--- src/rtl/dqis_pkg.sv ---
`timescale 1ns / 1ps
`default_nettype none
// ----------------------------------------------------------------------------
// dqis_pkg: shared types and constants
// Window register layout, reset values and stream word widths of the
// debounced quadrature input selector.
// ----------------------------------------------------------------------------
package dqis_pkg;

    // APB register file geometry
    localparam int unsigned ADDR_W = 4;
    localparam int unsigned DATA_W = 32;

    // Register indexes (byte address = 4 * index)
    typedef enum logic [1:0] {
        REG_TILT_WINDOW    = 2'd0,
        REG_ENCODER_WINDOW = 2'd1,
        REG_BUTTON_WINDOW  = 2'd2
    } reg_idx_t;

    // Window register reset values in microseconds
    localparam logic [31:0] TILT_WINDOW_RST    = 32'd50000;
    localparam logic [31:0] ENCODER_WINDOW_RST = 32'd1000;
    localparam logic [31:0] BUTTON_WINDOW_RST  = 32'd100000;

    // Stream word widths (fields packed, zero-filled to whole bytes)
    localparam int unsigned IN_TDATA_W  = 40;
    localparam int unsigned OUT_TDATA_W = 40;

    // Sampling windows handed from the register file to the datapath
    typedef struct packed {
        logic [31:0] tilt_window_us;
        logic [31:0] encoder_window_us;
        logic [31:0] button_window_us;
    } cfg_t;

    // Application index codes
    typedef enum logic [1:0] {
        APP_0 = 2'd0,
        APP_1 = 2'd1,
        APP_2 = 2'd2
    } app_t;

endpackage : dqis_pkg
`default_nettype wire

--- src/rtl/dqis_regs.sv ---
`timescale 1ns / 1ps
`default_nettype none
// ----------------------------------------------------------------------------
// dqis_regs: window register file
// APB-style write/read access to the three sampling window registers.
// ----------------------------------------------------------------------------
module dqis_regs (
    input  wire logic                          clk,
    input  wire logic                          rst_n,
    input  wire logic                          psel,
    input  wire logic                          penable,
    input  wire logic                          pwrite,
    input  wire logic [dqis_pkg::ADDR_W-1:0]   paddr,
    input  wire logic [dqis_pkg::DATA_W-1:0]   pwdata,
    output logic      [dqis_pkg::DATA_W-1:0]   prdata,
    output dqis_pkg::cfg_t                     cfg
);
    import dqis_pkg::*;

    cfg_t       cfg_reg;
    logic       wr_en;
    logic [1:0] idx;

    assign idx   = paddr[3:2];
    assign wr_en = psel && penable && pwrite;

    // Register writes; out-of-range indexes are dropped
    always_ff @(posedge clk or negedge rst_n)
    begin
        if (!rst_n)
        begin
            cfg_reg.tilt_window_us    <= TILT_WINDOW_RST;
            cfg_reg.encoder_window_us <= ENCODER_WINDOW_RST;
            cfg_reg.button_window_us  <= BUTTON_WINDOW_RST;
        end
        else if (wr_en)
        begin
            unique case (idx)
                REG_TILT_WINDOW:    cfg_reg.tilt_window_us    <= pwdata;
                REG_ENCODER_WINDOW: cfg_reg.encoder_window_us <= pwdata;
                REG_BUTTON_WINDOW:  cfg_reg.button_window_us  <= pwdata;
                default:            ;
            endcase
        end
    end

    // Read mux
    always_comb
    begin
        unique case (idx)
            REG_TILT_WINDOW:    prdata = cfg_reg.tilt_window_us;
            REG_ENCODER_WINDOW: prdata = cfg_reg.encoder_window_us;
            REG_BUTTON_WINDOW:  prdata = cfg_reg.button_window_us;
            default:            prdata = '0;
        endcase
    end

    assign cfg = cfg_reg;

endmodule : dqis_regs
`default_nettype wire

--- src/rtl/debounced_quadrature_input_selector.sv ---
`timescale 1ns / 1ps
`default_nettype none
// ----------------------------------------------------------------------------
// debounced_quadrature_input_selector: encoder, button and tilt qualifier
// Windowed sampling of encoder phases, button and tilt pins per poll word,
// with position count, click pulse and app index stepping.
// ----------------------------------------------------------------------------
//  channel   | dir | fields (lsb first)
//  ----------+-----+-------------------------------------------------------
//  s_axis    | in  | now_us[31:0] phase_a phase_b button_level tilt_level
//  m_axis    | out | tilt_horizontal position[31:0] app_index[1:0] click
//  apb       | in  | 0x0 tilt_window_us 0x4 encoder_window_us 0x8 button
//
//  One word per clock sustained while m_tready is high; a word taken into
//  the input register reaches m_axis through the state/result register,
//  which loads from the input register when the output is free.
//  All state updates are computed in the step logic between the
//  input register and the result register.
//  A stalled output holds the result register; the input register takes
//  one more word and then s_tready drops. s_tready stays high while
//  m_tready is.
//  Reset clears state to idle pins, zero count and app 0.
// ----------------------------------------------------------------------------
module debounced_quadrature_input_selector (
    input  wire logic                              clk,
    input  wire logic                              rst_n,
    // slave stream
    input  wire logic                              s_tvalid,
    output logic                                   s_tready,
    // now_us[31:0], phase_a[32], phase_b[33], button_level[34], tilt_level[35]
    input  wire logic [dqis_pkg::IN_TDATA_W-1:0]   s_tdata,
    // master stream
    output logic                                   m_tvalid,
    input  wire logic                              m_tready,
    // tilt_horizontal[0], position[32:1], app_index[34:33], click[35]
    output logic      [dqis_pkg::OUT_TDATA_W-1:0]  m_tdata,
    // configuration
    input  wire logic                              psel,
    input  wire logic                              penable,
    input  wire logic                              pwrite,
    input  wire logic [dqis_pkg::ADDR_W-1:0]       paddr,
    input  wire logic [dqis_pkg::DATA_W-1:0]       pwdata,
    output logic      [dqis_pkg::DATA_W-1:0]       prdata,
    output logic                                   pready
);
    import dqis_pkg::*;

    cfg_t cfg;

    dqis_regs u_regs (
        .clk     (clk),
        .rst_n   (rst_n),
        .psel    (psel),
        .penable (penable),
        .pwrite  (pwrite),
        .paddr   (paddr),
        .pwdata  (pwdata),
        .prdata  (prdata),
        .cfg     (cfg)
    );

    assign pready = 1'b1;

    // Input register
    logic        in_valid_reg;
    logic [31:0] in_now_reg;
    logic        in_a_reg;
    logic        in_b_reg;
    logic        in_btn_reg;
    logic        in_tilt_reg;

    // Sampling state
    logic [31:0] tilt_time_reg;
    logic [31:0] enc_time_reg;
    logic [31:0] btn_time_reg;
    logic        prev_a_reg;
    logic        prev_b_reg;
    logic        prev_btn_reg;
    logic        tilt_state_reg;
    logic [31:0] count_reg;
    app_t        app_sel_reg;

    // Result register
    logic        out_valid_reg;
    logic        click_reg;

    logic        out_free;
    logic        advance;
    logic        s_fire;

    assign out_free = !out_valid_reg || m_tready;
    assign advance  = in_valid_reg && out_free;
    assign s_tready = !in_valid_reg || out_free;
    assign s_fire   = s_tvalid && s_tready;

    // Input stage
    always_ff @(posedge clk or negedge rst_n)
    begin
        if (!rst_n)
        begin
            in_valid_reg <= 1'b0;
        end
        else if (s_tready)
        begin
            in_valid_reg <= s_tvalid;
        end
    end

    always_ff @(posedge clk)
    begin
        if (s_fire)
        begin
            in_now_reg  <= s_tdata[31:0];
            in_a_reg    <= s_tdata[32];
            in_b_reg    <= s_tdata[33];
            in_btn_reg  <= s_tdata[34];
            in_tilt_reg <= s_tdata[35];
        end
    end

    // Step logic: window checks
    logic        tilt_due;
    logic        enc_due;
    logic        btn_due;
    logic [31:0] tilt_elapsed;
    logic [31:0] enc_elapsed;
    logic [31:0] btn_elapsed;

    assign tilt_elapsed = in_now_reg - tilt_time_reg;
    assign enc_elapsed  = in_now_reg - enc_time_reg;
    assign btn_elapsed  = in_now_reg - btn_time_reg;
    assign tilt_due     = tilt_elapsed > cfg.tilt_window_us;
    assign enc_due      = enc_elapsed  > cfg.encoder_window_us;
    assign btn_due      = btn_elapsed  > cfg.button_window_us;

    // Step logic: rising-edge counting, direction from the other phase
    logic       a_rise;
    logic       b_rise;
    logic [1:0] up;
    logic [1:0] down;
    logic       step_up;
    logic       step_down;
    logic [31:0] count_next;
    app_t        app_next;
    logic        click_next;

    assign a_rise = enc_due && in_a_reg && !prev_a_reg;
    assign b_rise = enc_due && in_b_reg && !prev_b_reg;
    assign up     = {1'b0, a_rise && !in_b_reg} + {1'b0, b_rise && in_a_reg};
    assign down   = {1'b0, a_rise && in_b_reg}  + {1'b0, b_rise && !in_a_reg};
    assign step_up    = up > down;
    assign step_down  = down > up;
    assign count_next = count_reg + {30'd0, up} - {30'd0, down};
    assign click_next = btn_due && !in_btn_reg && prev_btn_reg;

    // App index stepping, modulo 3
    always_comb
    begin
        app_next = app_sel_reg;
        if (step_up)
        begin
            case (app_sel_reg)
                APP_0:   app_next = APP_1;
                APP_1:   app_next = APP_2;
                default: app_next = APP_0;
            endcase
        end
        else if (step_down)
        begin
            case (app_sel_reg)
                APP_0:   app_next = APP_2;
                APP_1:   app_next = APP_0;
                default: app_next = APP_1;
            endcase
        end
    end

    // State and result register, loaded together
    always_ff @(posedge clk or negedge rst_n)
    begin
        if (!rst_n)
        begin
            tilt_time_reg  <= '0;
            enc_time_reg   <= '0;
            btn_time_reg   <= '0;
            prev_a_reg     <= 1'b1;
            prev_b_reg     <= 1'b1;
            prev_btn_reg   <= 1'b1;
            tilt_state_reg <= 1'b0;
            count_reg      <= '0;
            app_sel_reg    <= APP_0;
            out_valid_reg  <= 1'b0;
            click_reg      <= 1'b0;
        end
        else
        begin
            if (out_free)
            begin
                out_valid_reg <= in_valid_reg;
            end
            if (advance)
            begin
                if (tilt_due)
                begin
                    tilt_state_reg <= !in_tilt_reg;
                    tilt_time_reg  <= in_now_reg;
                end
                if (enc_due)
                begin
                    prev_a_reg   <= in_a_reg;
                    prev_b_reg   <= in_b_reg;
                    enc_time_reg <= in_now_reg;
                end
                if (btn_due)
                begin
                    prev_btn_reg <= in_btn_reg;
                    btn_time_reg <= in_now_reg;
                end
                count_reg   <= count_next;
                app_sel_reg <= app_next;
                click_reg   <= click_next;
            end
        end
    end

    assign m_tvalid = out_valid_reg;
    assign m_tdata  = {4'd0, click_reg, app_sel_reg, count_reg, tilt_state_reg};

endmodule : debounced_quadrature_input_selector
`default_nettype wire

--- config.mk ---
export PLATFORM = sky130hd
export DESIGN_NAME = debounced_quadrature_input_selector
export DESIGN_NICKNAME = d
export VERILOG_FILES = /design/src/rtl/dqis_pkg.sv /design/src/rtl/dqis_regs.sv /design/src/rtl/debounced_quadrature_input_selector.sv
export SDC_FILE = /design/constraint.sdc
export NUM_CORES = 1
export LEC_CHECK = 0
export BUFFER_PORTS_ARGS = -buffer_cell sky130_fd_sc_hd__buf_2
export CORE_ASPECT_RATIO = 1.1
export CORE_MARGIN = 2
export CORE_UTILIZATION = 57
export CTS_BUF_LIST = sky130_fd_sc_hd__clkbuf_4
export CTS_CLUSTER_SIZE = 12
export DETAILED_ROUTE_END_ITERATION = 10
export PLACE_DENSITY_LB_ADDON = 0.12
export RECOVER_POWER = 50
export SLEW_MARGIN = 20
export SYNTH_ARGS = -nofsm -noshare
export SYNTH_HDL_FRONTEND = slang
export SYNTH_HIERARCHICAL = 1
export SYNTH_SLANG_ARGS = --single-unit
--- constraint.sdc ---
create_clock -name clk -period 7.4 [get_ports clk]
set_input_delay 1.11 -clock clk [delete_from_list [all_inputs] [get_ports clk]]
set_output_delay 1.11 -clock clk [all_outputs]
set_load 0.02 [all_outputs]
# Yosys cells after proc, flatten, opt, wreduce, memory -nomap -nowiden
# Cells that the tools add are included.
totals:
  ff_bits: 269
  in_bits: 83
op_classes:
  muxes: 5
  n_reduce_logical: 34
  n_lt_le_gt_ge: 5
  n_addsub: 7
  n_eq_ne: 3
op_table:
  columns: ["operator", "count"]
  rows:
  - ["greater-than comparator 32 bit", 3]
  - ["case mux 32 bit (3 select lines)", 1]
  - ["subtractor 32 bit", 3]
  - ["adder 32 x 2 -> 32 bit", 1]
  - ["subtractor 32 x 2 -> 32 bit", 1]
  - ["logical AND 1 bit", 14]
  - ["AND reduction 2 bit", 7]
  - ["zero test 1 bit", 8]
  - ["case mux 2 bit (2 select lines)", 2]
  - ["adder 1 x 1 -> 2 bit", 2]
  - ["equality test 2 x 1 -> 1 bit, second input constant", 2]
  - ["greater-than comparator 2 bit", 2]
  - ["zero test 2 bit", 2]
  - ["two-way mux 2 bit", 2]
  - ["equality test 2 bit, second input constant", 1]
  - ["logical OR 1 bit", 2]
  - ["nonzero test 2 bit", 1]

# Logic depth before layout (Yosys ltp)
depth:
  word_depth: 9
  mapped_depth: 38

# By module
# The synthesis kept the hierarchy.
modules_own_cells:
  columns: ["module", "seq_area_each_um2", "n_inst", "cells_each", "area_each_um2"]
  rows:
  - ["debounced_quadrature_input_selector", 4513.1, 1, 1722, 15307.2]
  - ["dqis_regs", 2424.8, 1, 314, 4384.2]

# Least setup slack after synthesis
# No wires, ideal clock.
synth_timing:
  kind: "reg-to-reg"
  from: "register in_now_reg[0]"
  to: "register count_reg[26]"
  path_stages_with_launch: 36
  path_buffers: 0
  required_time_ps: 7267
  arrival_time_ps: 7209
  path_slack_ps: 58
  path_cell_list: "edfxtp_1 -> inv_1 -> ha_1 -> inv_1 -> fa_1 -> a21o_1 -> a221o_1 -> or4_4 -> nand3_2 -> nand3b_2 -> a211o_1 -> nor2_1 -> o31ai_1 -> xor2_1 -> ha_1 -> nand4_1 -> or4_1 -> o211ai_1 -> a21oi_1 -> a21oi_1 -> nor4bb_1 -> ha_1 -> ha_1 -> inv_1 -> ha_1 -> inv_1 -> fa_1 -> nor2b_1 -> o2111ai_1 -> and4b_1 -> o211ai_1 -> a31o_2 -> a311oi_1 -> o31ai_1 -> xnor2_1 -> o21ai_0"
synth_between:
  elab_chain_cells: 8
  word_cells_on_any_way: 14
synth_lines:
  columns: ["element", "line", "text"]
  rows:
  - ["start: declaration", "debounced_quadrature_input_selector.sv:66", "logic [31:0] in_now_reg;"]
  - ["start signal: assignment", "debounced_quadrature_input_selector.sv:113", "in_now_reg <= s_tdata[31:0];"]
  - ["subtractor 32 bit *", "debounced_quadrature_input_selector.sv:130", "assign enc_elapsed = in_now_reg - enc_time_reg;"]
  - ["greater-than comparator 32 bit *", "debounced_quadrature_input_selector.sv:133", "assign enc_due = enc_elapsed > cfg.encoder_window_us;"]
  - ["logical AND 1 bit, on equally long branches (2 in series)", "debounced_quadrature_input_selector.sv:147, debounced_quadrature_input_selector.sv:148", null]
  - ["logical AND 1 bit", "debounced_quadrature_input_selector.sv:149", "assign up = {1'b0, a_rise && !in_b_reg} + {1'b0, b_rise && in_a_reg};"]
  - ["adder 1 x 1 -> 2 bit", "debounced_quadrature_input_selector.sv:149", null]
  - ["adder 32 x 2 -> 32 bit", "debounced_quadrature_input_selector.sv:153", "assign count_next = count_reg + {30'd0, up} - {30'd0, down};"]
  - ["subtractor 32 x 2 -> 32 bit *", "debounced_quadrature_input_selector.sv:153", null]
  - ["end signal: assignment", "debounced_quadrature_input_selector.sv:219", "count_reg <= count_next;"]
  - ["end: declaration", "debounced_quadrature_input_selector.sv:80", "logic [31:0] count_reg;"]
# Every way passes the cells marked *; elsewhere a longest branch is shown, timed or not.
# A chain may end at the register's enable or synchronous reset.

# Worst setup path after layout
layout_timing:
  from: "register in_now_reg[0]"
  to: "register count_reg[28]"
# Same word-level chain as after synthesis.

==> reports/summary.txt <==
Cts-stage hold buffer count -> 0
Num ports -> 158
Vias in the first global route -> 15.7k
Clock power frac -> 0.120
Final Cycle Share -> 1.04
Flop pwr share -> 0.208
Slowest stage delay, CP -> 600 ps
Final GP Congestion -> 0.894
Final ANT Viol Nets -> 0
Pin count of the biggest net entering global routing -> 118
Die W -> 181 um
Port Buf Inserts -> 146
Crit end category -> flip-flop
Final-report max-slew violation count -> 155
Die area -> 0.0361 mm2
WHS Path Cells -> 1
Worst R2R Path Depth -> 36
1st-pass router iterations -> 5
Final hold vios -> 0
Yosys reg bits -> 269
First-pass GRT wire length -> 79.6 mm
Syn Std Cell Area -> 0.0197 mm2
Hpwl dp -> 37.4 mm
Most common cell after layout, fill and taps aside -> inv_1
Crit Path Max Fanout -> 3
Startpoint Class -> flip-flop
Die H -> 199 um
Post-synth EDFFs -> 36
Gate count of the mapped netlist -> 2,036
Routed len/inst -> 17.6 um
Fmax -> 130 MHz
Clock Skew -> 75.3 ps
Max reg flops -> 96
Internal -> 6400 uW
Max clock buf depth -> 3
Final non-filler cell total -> 2,804
Pin slew with the least headroom to its limit -> 6360 ps
GRT Total Usage -> 0.277
Yosys warnings -> 6
CORE AREA -> 0.0341 mm2
Final worst slack -> -292 ps
Initial Utilization -> 0.577
RSZ-0062 raised after global routing -> true
H-tree depth -> 3
Hold WC Path Type -> reg -> reg
Total clock sinks -> 269
Busiest layer in global routing -> met2
Sw Share -> 0.451
Min Hold Slack -> 419 ps
TritonCTS buffer count -> 77
Failing checks -> max-capacitance violations, max-slew violations, negative setup slack
Grt ovf -> 0
Fin nets -> 2,616
Combinational Power Share -> 0.672
Peak supply drop -> 0.325 mV
Clock transition at path regs -> 70 ps
Status -> finished with violations
FP Rows -> 71
Met3 GRT Util -> 0.0577
Clk root buf -> clkbuf_4
Initial antenna violation count -> 2
Worst slack, placed -> -690 ps
NetSw -> 5250 uW
Final Setup Violations -> 14
Drt total wl -> 49.4 mm
Final Cell Area -> 0.0227 mm2
Drt drc -> 0
Vias per cell -> 5.66
Synth Flop Type -> dfrtp_1
GRT met1 Usage -> 0.390
CP max stage cell -> fa_2
CP Data Arrival Time -> 8260 ps
Highest-count cells in the layout ignoring fill and taps -> inv_1, ha_1, dfrtp_1
Share of cells above drive strength 1 -> 0.270
Placed cells -> 2,650
Fillers -> 2,841
Kind of critical path -> reg -> reg
Async SR Flop Fraction -> 0.866
Vias -> 15.9k
Register area share after synthesis -> 0.352
Fin crit period -> 7690 ps
Initial DRC count -> 812
Leakage -> 0.0112 uW
Layout area overhead -> 15.4%
Pwr Total -> 11,600 uW
Max-cap violations -> 2
DP Area -> 0.0214 mm2
P per Cell Area -> 513 mW/mm2
CTS tree -> built
Count of cell types in the netlist -> 74
Global-route track usage on met2 -> 0.435
Clock Latency Late Sink -> 760 ps
Slew headroom -> -3.24
Avg Inst Size Synth -> 9.67 um2
Crit path required time -> 7970 ps
-- per-stage QoR --
step	TNS, ps	util
detailed placement	-9240	0.626
floorplan	0	-
CTS	-4560	0.662
finish	-2770	0.666
global placement	-7330	0.626
global route	-34970	0.666
-- cell usage after synthesis (all sizes together), types with 36 or more instances --
cell type    n  area (um2)
a21o        75         563
dfrtp      212        5310
xnor2       63         552
nand2      144         541
inv        251         942
edfxtp      36        1080
xor2        48         420
o21ai      140         701
a21oi      136         681
ha         225        2820
mux2       195        2310
nor2        73         274
-- layer usage --
| layer | share of wire | up-vias |
|---|---|---|
| met4 | 0.015 | 2 |
| met3 | 0.060 | 70 |
| li1 | - | 7779 |
| met1 | 0.48 | 7581 |
| met5 | 0.00022 | - |
| met2 | 0.45 | 434 |
-- final cells by class --
type                    count  area (um2)  area share
diodes                      1        2.50    0.000110
clock buffers             114         856      0.0377
clock inverters            27         130     0.00573
inverters                 251         942      0.0415
multi-input cells        1463       11900       0.522
flip-flops and latches    269        6940       0.305
well taps                 438         548      0.0241
repair buffers            241        1460      0.0640
-- worst paths after layout --
kind	start	end	slack, ps
min in group asynchronous	rst_n	u_regs/cfg[33]$_DFFE_PN0P_	2740
hold reg to reg	in_tilt_reg$_DFFE_PP_	tilt_state_reg$_DFFE_PN0P_	420
hold / removal	in_tilt_reg$_DFFE_PP_	tilt_state_reg$_DFFE_PN0P_	420
max in group asynchronous	rst_n	count_reg[15]$_DFFE_PN0P_	790
setup reg to reg	in_now_reg[0]$_DFFE_PP_	count_reg[28]$_DFFE_PN0P_	-290
setup / recovery	in_now_reg[0]$_DFFE_PP_	count_reg[28]$_DFFE_PN0P_	-290
-- logic make-up after synthesis --
| family | after synthesis | share of synthesized area |
|---|---|---|
| xor gates and xnor gates | 111 | 0.0494 |
| other | 2 | 0.000381 |
| adders and majority gates | 230 | 0.148 |
| DFF | 269 | 0.352 |
| AOI/OAI and AO/OA | 489 | 0.154 |
| and+or+nand+nor | 399 | 0.0992 |
| buffers and inverters | 307 | 0.0621 |
| muxes | 229 | 0.135 |
-- power by group through the flow --
stage	clock network [uW]	logic, uW	registers (uW)
floorplan	0	5390	2450
global route	1540	8690	2490
finish	1400	7820	2420
CTS	1440	7630	2420
detailed placement	0	7410	2440
global placement	0	7200	2410
-- critical path: cells and delay by family, from the launching register on --
family                   cells  cell delay, ps
AO/OA/AOI/OAI               13            2510
AND/OR/NAND/NOR              9            1940
adder cells (fa/ha/maj)      6            1810
buffers and inverters        6             610
flip-flops                   1             410
XOR/XNOR                     2             250
-- repair_timing --
| action | in CTS | in global routing |
|---|---|---|
| gates resized for setup | 41 | 31 |
| endpoints found under the setup margin | 23 | 25 |
| pin swaps | 37 | 38 |
| endpoints found under the hold margin | 0 | 0 |
| gates cloned | 0 | 0 |
| setup buffers | 8 | 4 |
(Power assumes the default switching activity.)
